===== config.mk =====
export PLATFORM = sky130hd
export DESIGN_NAME = ultrasonic_echo_ranger
export DESIGN_NICKNAME = d
export VERILOG_FILES = /design/src/hw/rtl/uer_pkg.sv /design/src/hw/rtl/uer_cfg_regs.sv /design/src/hw/rtl/uer_core.sv /design/src/hw/rtl/uer_skid.sv /design/src/hw/rtl/ultrasonic_echo_ranger.sv
export SDC_FILE = /design/constraint.sdc
export NUM_CORES = 1
export LEC_CHECK = 0
export BUFFER_PORTS_ARGS = -buffer_cell sky130_fd_sc_hd__buf_2
export CORE_ASPECT_RATIO = 0.9
export CORE_UTILIZATION = 60
export CTS_CLUSTER_DIAMETER = 120
export DETAILED_ROUTE_END_ITERATION = 6
export PLACE_DENSITY = 0.79
export SETUP_SLACK_MARGIN = 0.05
export SLEW_MARGIN = 40
export SYNTH_ARGS = -nofsm -noshare
export SYNTH_HDL_FRONTEND = slang
export SYNTH_SLANG_ARGS = --single-unit

===== constraint.sdc =====
create_clock -name clk -period 4 [get_ports clk]
set_clock_uncertainty 0.15 [all_clocks]
set_input_delay 0.8 -clock clk [delete_from_list [all_inputs] [get_ports clk]]
set_output_delay 0.8 -clock clk [all_outputs]
set_load 0.1 [all_outputs]

===== src/hw/rtl/uer_pkg.sv =====
package uer_pkg;

    // Widths fixed by the register map and sensor timing
    localparam int TRIG_W    = 10;
    localparam int PERIOD_W  = 8;
    localparam int TIME_W    = 16;
    localparam int CFG_IDX_W = 2;
    localparam int CFG_DATA_W = 16;

    localparam int DIST_BITS_DEFAULT = 10;

    // Register indexes
    localparam logic [CFG_IDX_W-1:0] REG_TRIGGER_WIDTH = 2'd0;
    localparam logic [CFG_IDX_W-1:0] REG_SAMPLE_PERIOD = 2'd1;
    localparam logic [CFG_IDX_W-1:0] REG_TIMEOUT       = 2'd2;

    // Register reset values
    localparam logic [TRIG_W-1:0]   TRIGGER_WIDTH_RST = 10'd100;
    localparam logic [PERIOD_W-1:0] SAMPLE_PERIOD_RST = 8'd58;
    localparam logic [TIME_W-1:0]   TIMEOUT_RST       = 16'd1000;

    // Saturation limits
    localparam logic [TRIG_W-1:0] TRIG_COUNT_MAX = {TRIG_W{1'b1}};
    localparam logic [TIME_W-1:0] ELAPSED_MAX    = {TIME_W{1'b1}};

    // Item opcodes
    localparam logic OP_TICK  = 1'b0;
    localparam logic OP_START = 1'b1;

    typedef enum logic [1:0] {
        PH_IDLE  = 2'd0,
        PH_TRIG  = 2'd1,
        PH_WAIT  = 2'd2,
        PH_COUNT = 2'd3
    } phase_t;

    typedef struct packed {
        logic [TRIG_W-1:0]   trigger_width_us;
        logic [PERIOD_W-1:0] sample_period_us;
        logic [TIME_W-1:0]   timeout_us;
    } cfg_t;

    typedef struct packed {
        logic trigger_level;
        logic busy_res;
        logic done_res;
        logic no_response;
    } res_flags_t;

endpackage


===== src/hw/rtl/uer_cfg_regs.sv =====
module uer_cfg_regs
    import uer_pkg::*;
(
    input  logic                  clk,
    input  logic                  rst_n,
    input  logic                  cfg_valid,
    input  logic [CFG_IDX_W-1:0]  cfg_index,
    input  logic [CFG_DATA_W-1:0] cfg_data,
    output cfg_t                  cfg
);

    cfg_t cfg_reg;
    cfg_t cfg_next;

    always_comb
    begin
        cfg_next = cfg_reg;
        if (cfg_valid)
        begin
            unique case (cfg_index)
                REG_TRIGGER_WIDTH: cfg_next.trigger_width_us = cfg_data[TRIG_W-1:0];
                REG_SAMPLE_PERIOD: cfg_next.sample_period_us = cfg_data[PERIOD_W-1:0];
                REG_TIMEOUT:       cfg_next.timeout_us       = cfg_data[TIME_W-1:0];
                default:           cfg_next = cfg_reg;  // unmapped index: drop
            endcase
        end
    end

    always_ff @(posedge clk or negedge rst_n)
    begin
        if (!rst_n)
        begin
            cfg_reg.trigger_width_us <= TRIGGER_WIDTH_RST;
            cfg_reg.sample_period_us <= SAMPLE_PERIOD_RST;
            cfg_reg.timeout_us       <= TIMEOUT_RST;
        end
        else
        begin
            cfg_reg <= cfg_next;
        end
    end

    assign cfg = cfg_reg;

endmodule


===== src/hw/rtl/uer_core.sv =====
module uer_core
    import uer_pkg::*;
#(
    parameter int DIST_BITS = DIST_BITS_DEFAULT
)
(
    input  logic                 clk,
    input  logic                 rst_n,
    input  logic                 accept,
    input  logic                 opcode,
    input  logic                 echo_level,
    input  cfg_t                 cfg,
    output res_flags_t           res_flags,
    output logic [DIST_BITS-1:0] res_dist
);

    localparam logic [DIST_BITS-1:0] DIST_MAX = {DIST_BITS{1'b1}};

    phase_t               phase_reg,     phase_next;
    logic [TRIG_W-1:0]    trig_cnt_reg,  trig_cnt_next;
    logic [PERIOD_W-1:0]  prescale_reg,  prescale_next;
    logic [TIME_W-1:0]    elapsed_reg,   elapsed_next;
    logic [DIST_BITS-1:0] samples_reg,   samples_next;

    logic [TRIG_W-1:0]    trig_cnt_inc;
    logic [TIME_W-1:0]    elapsed_inc;
    logic [PERIOD_W:0]    prescale_inc;
    logic                 sample_now;

    assign trig_cnt_inc = (trig_cnt_reg < TRIG_COUNT_MAX) ? trig_cnt_reg + 1'b1 : trig_cnt_reg;
    assign elapsed_inc  = (elapsed_reg < ELAPSED_MAX) ? elapsed_reg + 1'b1 : elapsed_reg;
    assign prescale_inc = {1'b0, prescale_reg} + 1'b1;
    assign sample_now   = (prescale_reg == '0);

    // Next state
    always_comb
    begin
        phase_next    = phase_reg;
        trig_cnt_next = trig_cnt_reg;
        prescale_next = prescale_reg;
        elapsed_next  = elapsed_reg;
        samples_next  = samples_reg;
        if (opcode == OP_START)
        begin
            phase_next    = PH_TRIG;
            trig_cnt_next = '0;
            prescale_next = '0;
            elapsed_next  = '0;
            samples_next  = '0;
        end
        else if (phase_reg != PH_IDLE)
        begin
            elapsed_next = elapsed_inc;
            if (phase_reg == PH_TRIG)
            begin
                trig_cnt_next = trig_cnt_inc;
                if (trig_cnt_inc >= cfg.trigger_width_us)
                begin
                    phase_next    = PH_WAIT;
                    prescale_next = '0;
                end
            end
            else
            begin
                // wrap at the period; a zero period samples every tick
                if (prescale_inc >= {1'b0, cfg.sample_period_us} || prescale_inc[PERIOD_W])
                    prescale_next = '0;
                else
                    prescale_next = prescale_inc[PERIOD_W-1:0];
                if (sample_now)
                begin
                    if (phase_reg == PH_WAIT)
                    begin
                        if (echo_level)
                        begin
                            phase_next   = PH_COUNT;
                            samples_next = DIST_BITS'(1);
                        end
                        else if (elapsed_inc >= cfg.timeout_us)
                        begin
                            phase_next = PH_IDLE;
                        end
                    end
                    else if (echo_level)
                    begin
                        if (samples_reg < DIST_MAX)
                            samples_next = samples_reg + 1'b1;
                    end
                    else
                    begin
                        phase_next = PH_IDLE;
                    end
                end
            end
        end
    end

    // Result word
    always_comb
    begin
        res_flags.trigger_level = (phase_next == PH_TRIG);
        res_flags.busy_res      = (phase_next != PH_IDLE);
        res_flags.done_res      = 1'b0;
        res_flags.no_response   = 1'b0;
        res_dist                = '0;
        if (opcode == OP_TICK && sample_now && phase_next == PH_IDLE)
        begin
            unique case (phase_reg)
                PH_WAIT:
                begin
                    res_flags.done_res    = 1'b1;
                    res_flags.no_response = 1'b1;
                end
                PH_COUNT:
                begin
                    res_flags.done_res = 1'b1;
                    res_dist           = samples_reg;
                end
                PH_IDLE, PH_TRIG:
                begin
                    res_flags.done_res = 1'b0;
                end
            endcase
        end
    end

    always_ff @(posedge clk or negedge rst_n)
    begin
        if (!rst_n)
        begin
            phase_reg    <= PH_IDLE;
            trig_cnt_reg <= '0;
            prescale_reg <= '0;
            elapsed_reg  <= '0;
            samples_reg  <= '0;
        end
        else if (accept)
        begin
            phase_reg    <= phase_next;
            trig_cnt_reg <= trig_cnt_next;
            prescale_reg <= prescale_next;
            elapsed_reg  <= elapsed_next;
            samples_reg  <= samples_next;
        end
    end

    a_done_goes_idle: assert property (@(posedge clk) disable iff (!rst_n)
        (accept && res_flags.done_res) |=> (phase_reg == PH_IDLE))
        else $error("finished measurement did not return to idle");

    a_dist_only_on_success: assert property (@(posedge clk) disable iff (!rst_n)
        (res_dist != '0) |-> (res_flags.done_res && !res_flags.no_response))
        else $error("distance reported without a successful finish");

    a_start_enters_trigger: assert property (@(posedge clk) disable iff (!rst_n)
        (accept && opcode == OP_START) |=> (phase_reg == PH_TRIG && elapsed_reg == '0))
        else $error("start did not restart the trigger phase");

endmodule


===== src/hw/rtl/uer_skid.sv =====
module uer_skid
    import uer_pkg::*;
#(
    parameter int DIST_BITS = DIST_BITS_DEFAULT
)
(
    input  logic                 clk,
    input  logic                 rst_n,
    input  logic                 push,
    input  res_flags_t           push_flags,
    input  logic [DIST_BITS-1:0] push_dist,
    output logic                 full,
    output logic                 out_valid,
    input  logic                 out_stall,
    output res_flags_t           out_flags,
    output logic [DIST_BITS-1:0] out_dist
);

    logic                 out_vld_reg;
    res_flags_t           out_flags_reg;
    logic [DIST_BITS-1:0] out_dist_reg;
    logic                 skid_vld_reg;
    res_flags_t           skid_flags_reg;
    logic [DIST_BITS-1:0] skid_dist_reg;
    logic                 take;

    assign take = out_vld_reg && !out_stall;

    always_ff @(posedge clk or negedge rst_n)
    begin
        if (!rst_n)
        begin
            out_vld_reg  <= 1'b0;
            skid_vld_reg <= 1'b0;
        end
        else if (skid_vld_reg)
        begin
            if (take)
                skid_vld_reg <= 1'b0;
        end
        else if (push)
        begin
            if (!out_vld_reg || take)
                out_vld_reg <= 1'b1;
            else
                skid_vld_reg <= 1'b1;
        end
        else if (take)
        begin
            out_vld_reg <= 1'b0;
        end
    end

    // payload: advance skid into output, or load the new word
    always_ff @(posedge clk)
    begin
        if (skid_vld_reg)
        begin
            if (take)
            begin
                out_flags_reg <= skid_flags_reg;
                out_dist_reg  <= skid_dist_reg;
            end
        end
        else if (push)
        begin
            if (!out_vld_reg || take)
            begin
                out_flags_reg <= push_flags;
                out_dist_reg  <= push_dist;
            end
            else
            begin
                skid_flags_reg <= push_flags;
                skid_dist_reg  <= push_dist;
            end
        end
    end

    assign full      = skid_vld_reg;
    assign out_valid = out_vld_reg;
    assign out_flags = out_flags_reg;
    assign out_dist  = out_dist_reg;

    a_skid_behind_out: assert property (@(posedge clk) disable iff (!rst_n)
        skid_vld_reg |-> out_vld_reg)
        else $error("skid word held with empty output stage");

    a_skid_only_on_stall: assert property (@(posedge clk) disable iff (!rst_n)
        $rose(skid_vld_reg) |-> $past(out_vld_reg && out_stall))
        else $error("skid filled while output was free");

endmodule


===== src/hw/rtl/ultrasonic_echo_ranger.sv =====
// Channel  | Handshake                   | Payload
// ---------+-----------------------------+--------------------------------------------
// item     | item_valid / item_stall     | opcode, echo_level
// result   | res_valid / res_stall       | trigger_level, busy_res, done_res,
//          |                             | no_response, distance_cm
// config   | cfg_valid / cfg_ready       | cfg_index, cfg_data
//
// One word in, one result word out, one item per cycle sustained while item_stall
// is low; the result is registered in the output buffer as the item is taken.
// The range state (phase, trigger, prescale, elapsed, sample counters) updates
// in the same cycle the item is taken; the counter update sets the path.
// A two-entry output buffer absorbs one stalled result; item_stall rises only
// when both entries hold words, and it comes straight from a flop.
// Reset clears the measurement state to idle and the registers to their
// default timing (100 us trigger, 58 us per cm, 1000 us timeout).
module ultrasonic_echo_ranger
    import uer_pkg::*;
#(
    parameter int DIST_BITS = DIST_BITS_DEFAULT
)
(
    input  logic                  clk,
    input  logic                  rst_n,

    input  logic                  item_valid,
    output logic                  item_stall,
    input  logic                  opcode,
    input  logic                  echo_level,

    output logic                  res_valid,
    input  logic                  res_stall,
    output logic                  trigger_level,
    output logic                  busy_res,
    output logic                  done_res,
    output logic                  no_response,
    output logic [DIST_BITS-1:0]  distance_cm,

    input  logic                  cfg_valid,
    output logic                  cfg_ready,
    input  logic [CFG_IDX_W-1:0]  cfg_index,
    input  logic [CFG_DATA_W-1:0] cfg_data
);

    cfg_t                 cfg;
    res_flags_t           core_flags;
    logic [DIST_BITS-1:0] core_dist;
    res_flags_t           out_flags;
    logic                 buf_full;
    logic                 accept;

    // Registers take a write on any cycle
    assign cfg_ready = 1'b1;

    // Take an item whenever the output buffer has a free entry
    assign item_stall = buf_full;
    assign accept     = item_valid && !buf_full;

    uer_cfg_regs u_cfg_regs (
        .clk       (clk),
        .rst_n     (rst_n),
        .cfg_valid (cfg_valid),
        .cfg_index (cfg_index),
        .cfg_data  (cfg_data),
        .cfg       (cfg)
    );

    uer_core #(
        .DIST_BITS (DIST_BITS)
    ) u_core (
        .clk        (clk),
        .rst_n      (rst_n),
        .accept     (accept),
        .opcode     (opcode),
        .echo_level (echo_level),
        .cfg        (cfg),
        .res_flags  (core_flags),
        .res_dist   (core_dist)
    );

    // Hold results here while the consumer stalls
    uer_skid #(
        .DIST_BITS (DIST_BITS)
    ) u_skid (
        .clk        (clk),
        .rst_n      (rst_n),
        .push       (accept),
        .push_flags (core_flags),
        .push_dist  (core_dist),
        .full       (buf_full),
        .out_valid  (res_valid),
        .out_stall  (res_stall),
        .out_flags  (out_flags),
        .out_dist   (distance_cm)
    );

    assign trigger_level = out_flags.trigger_level;
    assign busy_res      = out_flags.busy_res;
    assign done_res      = out_flags.done_res;
    assign no_response   = out_flags.no_response;

endmodule

==> flow_results.org, run 1 <==
** Status
- Result of the run :: finished, final reports clean

** Worst setup path
- Traced cell by cell, the critical path runs through and4_1 -> and4_1 -> a21oi_1 -> nand2_1 -> xnor2_1 -> ha_1 -> nand2_1 -> nor3_1 -> a21oi_1 -> o221ai_1 -> nand2_1 -> o31a_1.
- The largest individual stage delay along the critical path comes from the cell sky130_fd_sc_hd__dfrtp_1.
- The critical path is of the flip-flop to flip-flop type.
- Kind of end point of the critical path :: flip-flop
- Delay-heaviest family, CP :: simple AND/OR/NAND/NOR gates
- Bufs and invs on worst path :: 0
- The startpoint identified for the worst register-to-register timing path is u_core.elapsed_reg[2].
- Crit start category :: flip-flop
- Data required time of the worst path :: between 3 and 4 ns
- In this run the worst setup path begins at u_core.elapsed_reg[2].
- The largest single stage delay on the critical path is approximately 0.44 ns.
- In this run the worst path has a maximum fanout of 6.
- At the worst endpoint, the arrival time is ~3.6 ns.
- Among the stages of the critical path, the cell type that occurs most often is sky130_fd_sc_hd__nand2_1.

** Route
- The final layout contains routed wiring with a total length of between 10 and 15 mm.
- The detailed router placed about 4.7k vias in this run.
- Post-route DRC :: 0
- Using the TritonRoute via totals, the vias-per-cell ratio works out to 5.92.
- In the final routed layout, each cell accounts on average for between 15 and 20 um.
- Router iterations before antenna repair :: 4
- Final ANT Viol Nets :: 0
- For this block, the initial DRC count from the detailed router was about 270.

** Placed design
- At the end of routability-driven placement, the weighted congestion stood at ~0.90.
- After legalization and detailed placement, the total HPWL measured around 9.6 mm.
- Number of port buffers :: 40

** Pwr
- In this run the power density over the cells is between 500 and 600 nW/um^2.
- The internal power of the cells totals around 2.2 mW.
- Reported leakage power :: a little over 3 nW
- Fraction of power consumed by the clock network :: approximately 26%
- Worst-case vdd ir drop :: slightly above 0.7 mV
- Sequential share of power :: 41.7%
- Total power for the finished layout comes to 3.64 mW.
- Switching portion of total power :: between 30% and 40%
- Comb pwr share :: roughly 32%
- For this design the total switching power over the nets is between 1 and 1.5 mW.

** Clock tree
- Number of setup buffers added after CTS :: 0
- CTS tree :: done
- Insertion delay of the later-clocked pin in the worst-skew pair :: between 0.3 and 0.4 ns
- CTS saw between 100 and 150 sinks.
- The H-tree was split into 3 levels.
- The clock passes through at most 2 buffers.
- Clock root buffer :: sky130_fd_sc_hd__clkbuf_16
- Num CTS Buffers :: 9
- Hold_buf cts :: 0
- After clock tree synthesis, the clock-pin slew on the worst setup and hold paths is about 0.070 ns.
- Number of gates resized after cts :: 0

** Synth
- Synthesized instance count :: just over 600
- Ys async rst share :: 74.5%
- When the netlist entered floorplanning its net count stood at 681.
- Number of flip-flops and latches in the synthesized netlist :: 110
- Number of synthesized flops with an enable pin :: 28
- Number of warnings issued by yosys :: 0
- The most used flip-flop cell after synthesis is sky130_fd_sc_hd__dfrtp_1.
- The share of the Yosys chip area taken by registers is a little under half.
- In this run the cell area of the synthesized design comes to about 6200 um^2.
- Number of distinct standard cells referenced by the synthesized netlist :: 62
- A synthesized cell averages around 10 um^2.

** GRT
- Entering global routing, the biggest net connects 83 pins.
- The number of antenna violations at the first check in global routing is 0.
- Overall routing resource usage :: a little over a quarter
- Total grt overflow :: 0
- The via count of the first global-routing pass came to around 4.6k.
- First-pass GRT wire length :: 22.0 mm

** Floorplan
- Floorplan die area :: ~11000 um^2
- Die boundary width :: 109 um
- Starting Density :: roughly 63%
- In this run the core area contains 34 standard-cell rows.
- From bottom edge to top edge, the die measures 98.7 um.
- Floorplan core area :: slightly below 10000 um^2
- Top Ports :: 42

** Cells and area
- Across the whole layout, storage elements account for just under 3000 um^2.
- Ratio of cells with drive above 1 in the final layout :: approximately 19%
- The register with the most flip-flops in the layout has 34 of them.
- FILL cells :: a little over 700
- The repair_antennas step left the layout with diodes totalling 0.
- Compared with the post-synthesis result, the final layout area differs by 10.4%.
- Fin nets :: between 700 and 800
- Multi-input gate area :: between 3000 and 4000 um^2

** Job
- Max-cap check violation count :: 0

** Timing
- The worst path in the final design needs a cycle of 3.63 ns, including I/O delays and setup.
- After layout, the worst path uses a little over 90% of the clock period.
- Final-report max-slew violation count :: 0
- The count of endpoints failing hold in the final timing report is 0.
- Normalized max-slew margin :: between 50% and 60%
- Setup violations, final :: 0
- Unrepaired setup endpoints after global routing :: false
- In the final timing run, aggregate negative setup slack is 0 ns.
- Slew at the pin with the worst max-slew slack :: about 0.74 ns
- Based on the critical path, the design can be clocked at up to between 0.2 and 0.3 GHz.

** Min path
- Kind of path behind the tightest hold check :: input pin to asynchronous set/reset pin
-- cells in the final DEF, fill, tap and decap left out, drive strengths merged, types with 3 or more instances in the layout --
master / synthesis / layout
nand2: 70 / 70
dfrtp: 69 / 69
o21ai: 52 / 52
inv: 43 / 44
buf: 5 / 43
mux2: 40 / 40
ha: 39 / 39
a21oi: 36 / 36
nor2: 29 / 29
edfxtp: 28 / 28
nand3: 28 / 28
xnor2: 17 / 17
o31ai: 15 / 15
and3: 13 / 13
dfstp: 13 / 13
and2: 13 / 13
clkbuf: 13 / 13
nand4: 10 / 10
a22o: 8 / 8
nand2b: 7 / 7
nor2b: 7 / 7
nor3: 5 / 5
xor2: 5 / 5
a21o: 5 / 5
a31oi: 5 / 5
o221ai: 3 / 3
o21a: 3 / 3
or4: 3 / 3
nand3b: 3 / 3
-- worst reg2reg max path: stages (launching register included) --
cell	delay, ns
sky130_fd_sc_hd__dfrtp_1	0.44
sky130_fd_sc_hd__and4_1	0.28
sky130_fd_sc_hd__and4_1	0.28
sky130_fd_sc_hd__a21oi_1	0.40
sky130_fd_sc_hd__nand2_1	0.17
sky130_fd_sc_hd__xnor2_1	0.17
sky130_fd_sc_hd__ha_1	0.31
sky130_fd_sc_hd__nand2_1	0.06
sky130_fd_sc_hd__nor3_1	0.19
sky130_fd_sc_hd__a21oi_1	0.12
sky130_fd_sc_hd__o221ai_1	0.28
sky130_fd_sc_hd__nand2_1	0.20
sky130_fd_sc_hd__o31a_1	0.33
-- routing by layer --
layer / track usage (%) / routed length, um / up-vias
met5: 0 / 0 / -
met4: 7.90 / 186 / 0
met3: 5.22 / 564 / 15
met2: 42.5 / 6190 / 117
met1: 36.5 / 6020 / 2223
li1: - / - / 2295
-- cells in the mapped netlist (5+ instances only) --
cell type | count | area, um^2
sky130_fd_sc_hd__xnor2_1 | 17 | 149
sky130_fd_sc_hd__nand2_1 | 69 | 259
sky130_fd_sc_hd__nand2b_1 | 7 | 43.8
sky130_fd_sc_hd__nand3_1 | 27 | 135
sky130_fd_sc_hd__nor2b_1 | 6 | 37.5
sky130_fd_sc_hd__clkbuf_1 | 13 | 48.8
sky130_fd_sc_hd__nor2_1 | 29 | 109
sky130_fd_sc_hd__nor3_1 | 5 | 25.0
sky130_fd_sc_hd__edfxtp_1 | 28 | 841
sky130_fd_sc_hd__ha_1 | 39 | 488
sky130_fd_sc_hd__nand4_1 | 9 | 56.3
sky130_fd_sc_hd__dfstp_2 | 13 | 342
sky130_fd_sc_hd__a21o_1 | 5 | 37.5
sky130_fd_sc_hd__xor2_1 | 5 | 43.8
sky130_fd_sc_hd__mux2_2 | 40 | 450
sky130_fd_sc_hd__a21oi_1 | 36 | 180
sky130_fd_sc_hd__inv_1 | 43 | 161
sky130_fd_sc_hd__a22o_1 | 8 | 70.1
sky130_fd_sc_hd__and2_1 | 12 | 75.1
sky130_fd_sc_hd__o21ai_0 | 48 | 240
sky130_fd_sc_hd__and3_1 | 13 | 81.3
sky130_fd_sc_hd__dfrtp_1 | 69 | 1730
sky130_fd_sc_hd__a31oi_1 | 5 | 31.3
sky130_fd_sc_hd__o31ai_1 | 15 | 113
-- worst paths after layout --
check / slack (ns) / to / cells past startpoint
max in group asynchronous: 2.89 / u_core.prescale_reg[0] / 1
worst max register to register: 0.37 / u_skid.out_flags[2] / 12
worst min register to register: 0.36 / u_cfg_regs.cfg[13] / 1
min in group clk: 0.36 / u_cfg_regs.cfg[13] / 1
worst max-delay path: 0.37 / u_skid.out_flags[2] / 12
worst min-delay path: 0.32 / u_cfg_regs.cfg[10] / 1
-- area by class of cell --
cell class	count	area share (%)
Inverter	44	2.40
Clock buffer	12	3.89
Timing Repair Buffer	44	3.47
Sequential cell	110	42.3
Multi-Input combinational cell	445	44.9
Tap cell	126	2.29
Clock inverter	4	0.745
-- logic make-up (layout without fill, tap and decap cells) --
| family | Yosys count | after routing | synth area share [%] |
|---|---|---|---|
| adder cells (fa/ha/maj) | 39 | 39 | 7.83 |
| flip-flops | 110 | 110 | 46.6 |
| AO/OA/AOI/OAI | 142 | 142 | 14.4 |
| AND/OR/NAND/NOR | 201 | 201 | 16.9 |
| other | 1 | 1 | 0.0601 |
| XOR/XNOR | 22 | 22 | 3.09 |
| buffers and inverters | 62 | 104 | 3.85 |
| multiplexers | 40 | 40 | 7.22 |
-- power by group through the flow --
| stage | clock (mW) | sequential, mW | combinational (mW) |
|---|---|---|---|
| after floorplan | 0 | 1.93 | 0.518 |
| after global placement | 0 | 1.52 | 1.15 |
| after detailed placement | 0 | 1.54 | 1.18 |
| after CTS | 0.953 | 1.51 | 1.18 |
| after global routing | 0.994 | 1.54 | 1.28 |
| final | 0.941 | 1.52 | 1.18 |
-- through the flow --
step                      cells  utilization [%]  hold slack (ns)  worst slack (ns)  instance area (um^2)
final                       785             69.8            0.321             0.365                  6880
after global routing        785             69.8            0.379            0.0704                  6880
after CTS                   784             69.6            0.361             0.367                  6870
after detailed placement    768             66.4            0.345             0.391                  6550
after global placement      768             66.3            0.341             0.519                  6540
after floorplan             617                -            0.318             0.731                  6240
Power figures use the tool's default switching activity.
==> run 2: changes to the inputs <==
==> constraint.sdc (replaced) <==
create_clock -name clk -period 3.56 [get_ports clk]
set_clock_uncertainty 0.15 [all_clocks]
set_input_delay 0.712 -clock clk [delete_from_list [all_inputs] [get_ports clk]]
set_output_delay 0.712 -clock clk [all_outputs]
set_load 0.1 [all_outputs]
==> flow_results.org, run 2 (synthesis gave the netlist of run 1 again) <==
** Status
- Result of the run: finished, final reports clean (unchanged).

** Timing
- Ratio of final minimum period to clock period :: 95.0% (was 90.9%)
- The clock period minus worst slack was 3.38 ns (was 3.63 ns).
- Setup violations, final :: 0 (unchanged)
- Final worst slack :: 0.177 ns (was 0.365 ns)
- Min Hold Slack :: 0.241 ns (was 0.321 ns)
- The setup total negative slack came to 0 ns (unchanged).
- Normalized max-slew margin :: 48.2% (was 50.5%)
- Unrepaired setup endpoints after global routing: false (unchanged).
- The count of endpoints failing hold in the final timing report is 0 (unchanged).
- The final-report max-slew violation count came to 0 (unchanged).
- Maximum clock frequency :: 0.296 GHz (was 0.275 GHz)
- The transition time of the tightest slew-check pin came to 0.776 ns (was 0.737 ns).

** Route
- The wire length per cell after detailed routing was 16.8 um (was 16.5 um).
- The count of TritonRoute iterations in the first routing pass is 4 (unchanged).
- The total length of routed met2 wires came to 6.46 mm (was 6.19 mm).
- The total number of vias was 4786 (was 4650).
- Post-Route WL :: 13.4 mm (was 13.0 mm)
- The remaining routing DRC violations is 0 (unchanged).
- The met1 wire length was 6.05 mm (was 6.02 mm).
- Wire length on met3 :: 629 um (was 564 um)
- The highest layer used for signal routing is met4 (unchanged).
- The number of DRC markers after the initial detailed-route iteration was 267 (unchanged).
- The ratio of routed vias to standard cells came to 6.01 (was 5.92).
- The number of antenna-violating nets in the routed design was 0 (unchanged).

** Cells and area
- Fin nets :: 730 (was 718)
- Layout Cell Area excl Fill :: 6990 um^2 (was 6880 um^2)
- The final cell count without fillers came to 797 (was 785).
- Commonest cells after routing, fill and taps aside: sky130_fd_sc_hd__nand2_1 (68), sky130_fd_sc_hd__dfrtp_1 (64), sky130_fd_sc_hd__o21ai_0 (48) (was sky130_fd_sc_hd__nand2_1 (69), sky130_fd_sc_hd__dfrtp_1 (68), sky130_fd_sc_hd__o21ai_0 (48)).
- The share of final-layout standard cells stronger than drive strength 1 is 22.7% (was 19.3%).
- The count of inserted antenna diode cells is 0 (unchanged).
- Max reg flops :: 34 (unchanged)
- Utilization after layout :: 70.8% (was 69.8%)
- The area added between synthesis and finish is 12.1% (was 10.4%).
- The leading cell type in the layout, fill and taps excluded is sky130_fd_sc_hd__nand2_1 (unchanged).

** Worst setup path
- The capturing element type of the critical path was a flip-flop (unchanged).
- Worst-path cell chain: and4_4 -> nand3_2 -> nor4_4 -> nand3_1 -> mux2_2 -> ha_1 -> nand4_1 -> or2_4 -> o221ai_4 -> nand2_4 -> or2_2 (was and4_1 -> and4_1 -> a21oi_1 -> nand2_1 -> xnor2_1 -> ha_1 -> nand2_1 -> nor3_1 -> a21oi_1 -> o221ai_1 -> nand2_1 -> o31a_1).
- Path type of the worst setup path :: flip-flop to flip-flop (unchanged)
- The logic depth of the worst path, buffers included came to 11 (was 12).
- Slowest Stage Delay on Critical Path :: 0.42 ns (was 0.44 ns)
- The kind of cell adding the most delay to the critical path is simple AND/OR/NAND/NOR gates (unchanged).
- The buffer and inverter count on the worst path was 0 (unchanged).
- The nature of the critical path startpoint is a flip-flop (unchanged).
- Critical-path top delay cell :: sky130_fd_sc_hd__dfrtp_2 (was sky130_fd_sc_hd__dfrtp_1)
- Maximum net fanout on the critical path :: 6 (unchanged)
- Number of cells on the worst reg-to-reg path :: 11 (was 12)
- The signal arrival time at the worst endpoint came to 3.34 ns (was 3.59 ns).
- The data required time of the critical path was 3.51 ns (was 3.95 ns).

** Placed design
- The count of port buffers added during placement was 40 (unchanged).
- Area of placed instances :: 6590 um^2 (was 6550 um^2)
- Cell Count Post-Placement :: 773 (was 768)
- Pre-CTS setup slack :: 0.0759 ns (was 0.391 ns)
- Post-detail-place hpwl :: 9.65 mm (was 9.62 mm)
- RD Place Congestion :: 0.912 (was 0.902)

** Pwr
- The total power divided by cell area came to 574 nW/um^2 (was 528 nW/um^2).
- Worst-case vdd ir drop :: 0.673 mV (was 0.722 mV)
- The overall power was 4.01 mW (was 3.64 mW).
- Reported leakage power :: 3.12 nW (was 3.09 nW)

** GRT
- First-pass GRT wire length :: 22.6 mm (was 22.0 mm)
- The all-layer global routing usage was 27.1% (was 26.5%).
- The sum of overflow across all layers after global routing came to 0 (unchanged).
- The pin count of the biggest net entering global routing is 83 (unchanged).
- Initial antenna violation count :: 0 (unchanged)
- Number of global-route vias before repair :: 4730 (was 4595)

** Min path
- Kind of path behind the tightest hold check :: input pin to asynchronous set/reset pin (unchanged)

** Floorplan
- The initial core utilization came to 63.2% (unchanged).
- Floorplan core area :: 9870 um^2 (unchanged)
- The total I/O pin count was 42 (unchanged).
- The site row count came to 34 (unchanged).
- The die footprint came to 10800 um^2 (unchanged).
- Die boundary width :: 109 um (unchanged)
- The height of the die is 98.7 um (unchanged).

** Job
- Max-cap check violation count :: 0 (unchanged)

** Clock tree
- The clock tree root driver cell is sky130_fd_sc_hd__clkbuf_16 (unchanged).
- The number of buffers created by CTS came to 9 (unchanged).
- The clock tree from TritonCTS is done (unchanged).
- The number of buffers inserted by hold repair at cts is 0 (unchanged).
- Clock transition at the register clock pins on the worst setup and hold paths after CTS :: 0.07 ns (about the same)
- Clock sinks :: 110 (unchanged)
- Insertion delay of the later-clocked pin in the worst-skew pair :: 0.35 ns (about the same)
- Number of levels in the clock H-tree :: 3 (unchanged)
- The buffer levels on the longest clock path is 2 (unchanged).
## run 2: cell count changes in the layout (fill, tap and decap cells not counted), sizes merged
cell      delta
clkinvlp     +2
clkinv       +1
bufinv       -1
buf         +12
inv          +1
clkbuf       -3
## run 2: path summary, 6_finish.rpt
kind,start,end,slack (ns)
setup / recovery,u_core.elapsed_reg[2],u_skid.skid_flags_reg[2],0.18
hold / removal,rst_n,u_core.elapsed_reg[8],0.24
setup reg to reg,u_core.elapsed_reg[2],u_skid.skid_flags_reg[2],0.18
hold reg to reg,u_cfg_regs.cfg[12],u_cfg_regs.cfg[12],0.36
max in group asynchronous,rst_n,u_core.elapsed_reg[4],2.53
min in group clk,u_cfg_regs.cfg[12],u_cfg_regs.cfg[12],0.36
## run 2: per-layer routing
metal | up-vias | global-route usage [%]
li1 | 2305 | -
met1 | 2327 | 37.0
met2 | 133 | 43.2
met3 | 21 | 5.69
met4 | 0 | 8.62
met5 | - | 0
## run 2: power breakdown
group | internal [mW] | switching, mW | leakage [nW] | total [mW]
sequential | 1.54 | 0.167 | 1.29 | 1.71
clock | 0.483 | 0.473 | 0.130 | 0.955
combinational | 0.381 | 0.969 | 1.70 | 1.35
## run 2: worst reg2reg max path, cell delays in order (launching register included)
cell and delay, ns:
sky130_fd_sc_hd__dfrtp_2 0.42, sky130_fd_sc_hd__and4_4 0.28, sky130_fd_sc_hd__nand3_2 0.11, sky130_fd_sc_hd__nor4_4 0.34, sky130_fd_sc_hd__nand3_1 0.13, sky130_fd_sc_hd__mux2_2 0.30
sky130_fd_sc_hd__ha_1 0.32, sky130_fd_sc_hd__nand4_1 0.16, sky130_fd_sc_hd__or2_4 0.31, sky130_fd_sc_hd__o221ai_4 0.22, sky130_fd_sc_hd__nand2_4 0.10, sky130_fd_sc_hd__or2_2 0.30
## run 2: area by class of cell
cell class / count / area, um^2
Tap cell: 126 / 158
Timing Repair Buffer: 56 / 329
Inverter: 44 / 165
Clock buffer: 9 / 225
Clock inverter: 7 / 57.6
Multi-Input combinational cell: 445 / 3140
Sequential cell: 110 / 2920
Fill cell: 707 / 2880
## run 2: repair_timing
item / 4_1_cts / 5_1_grt
resized for setup: 0 / 18
setup buffers: 0 / 7
endpoints found under the setup margin: 0 / 10
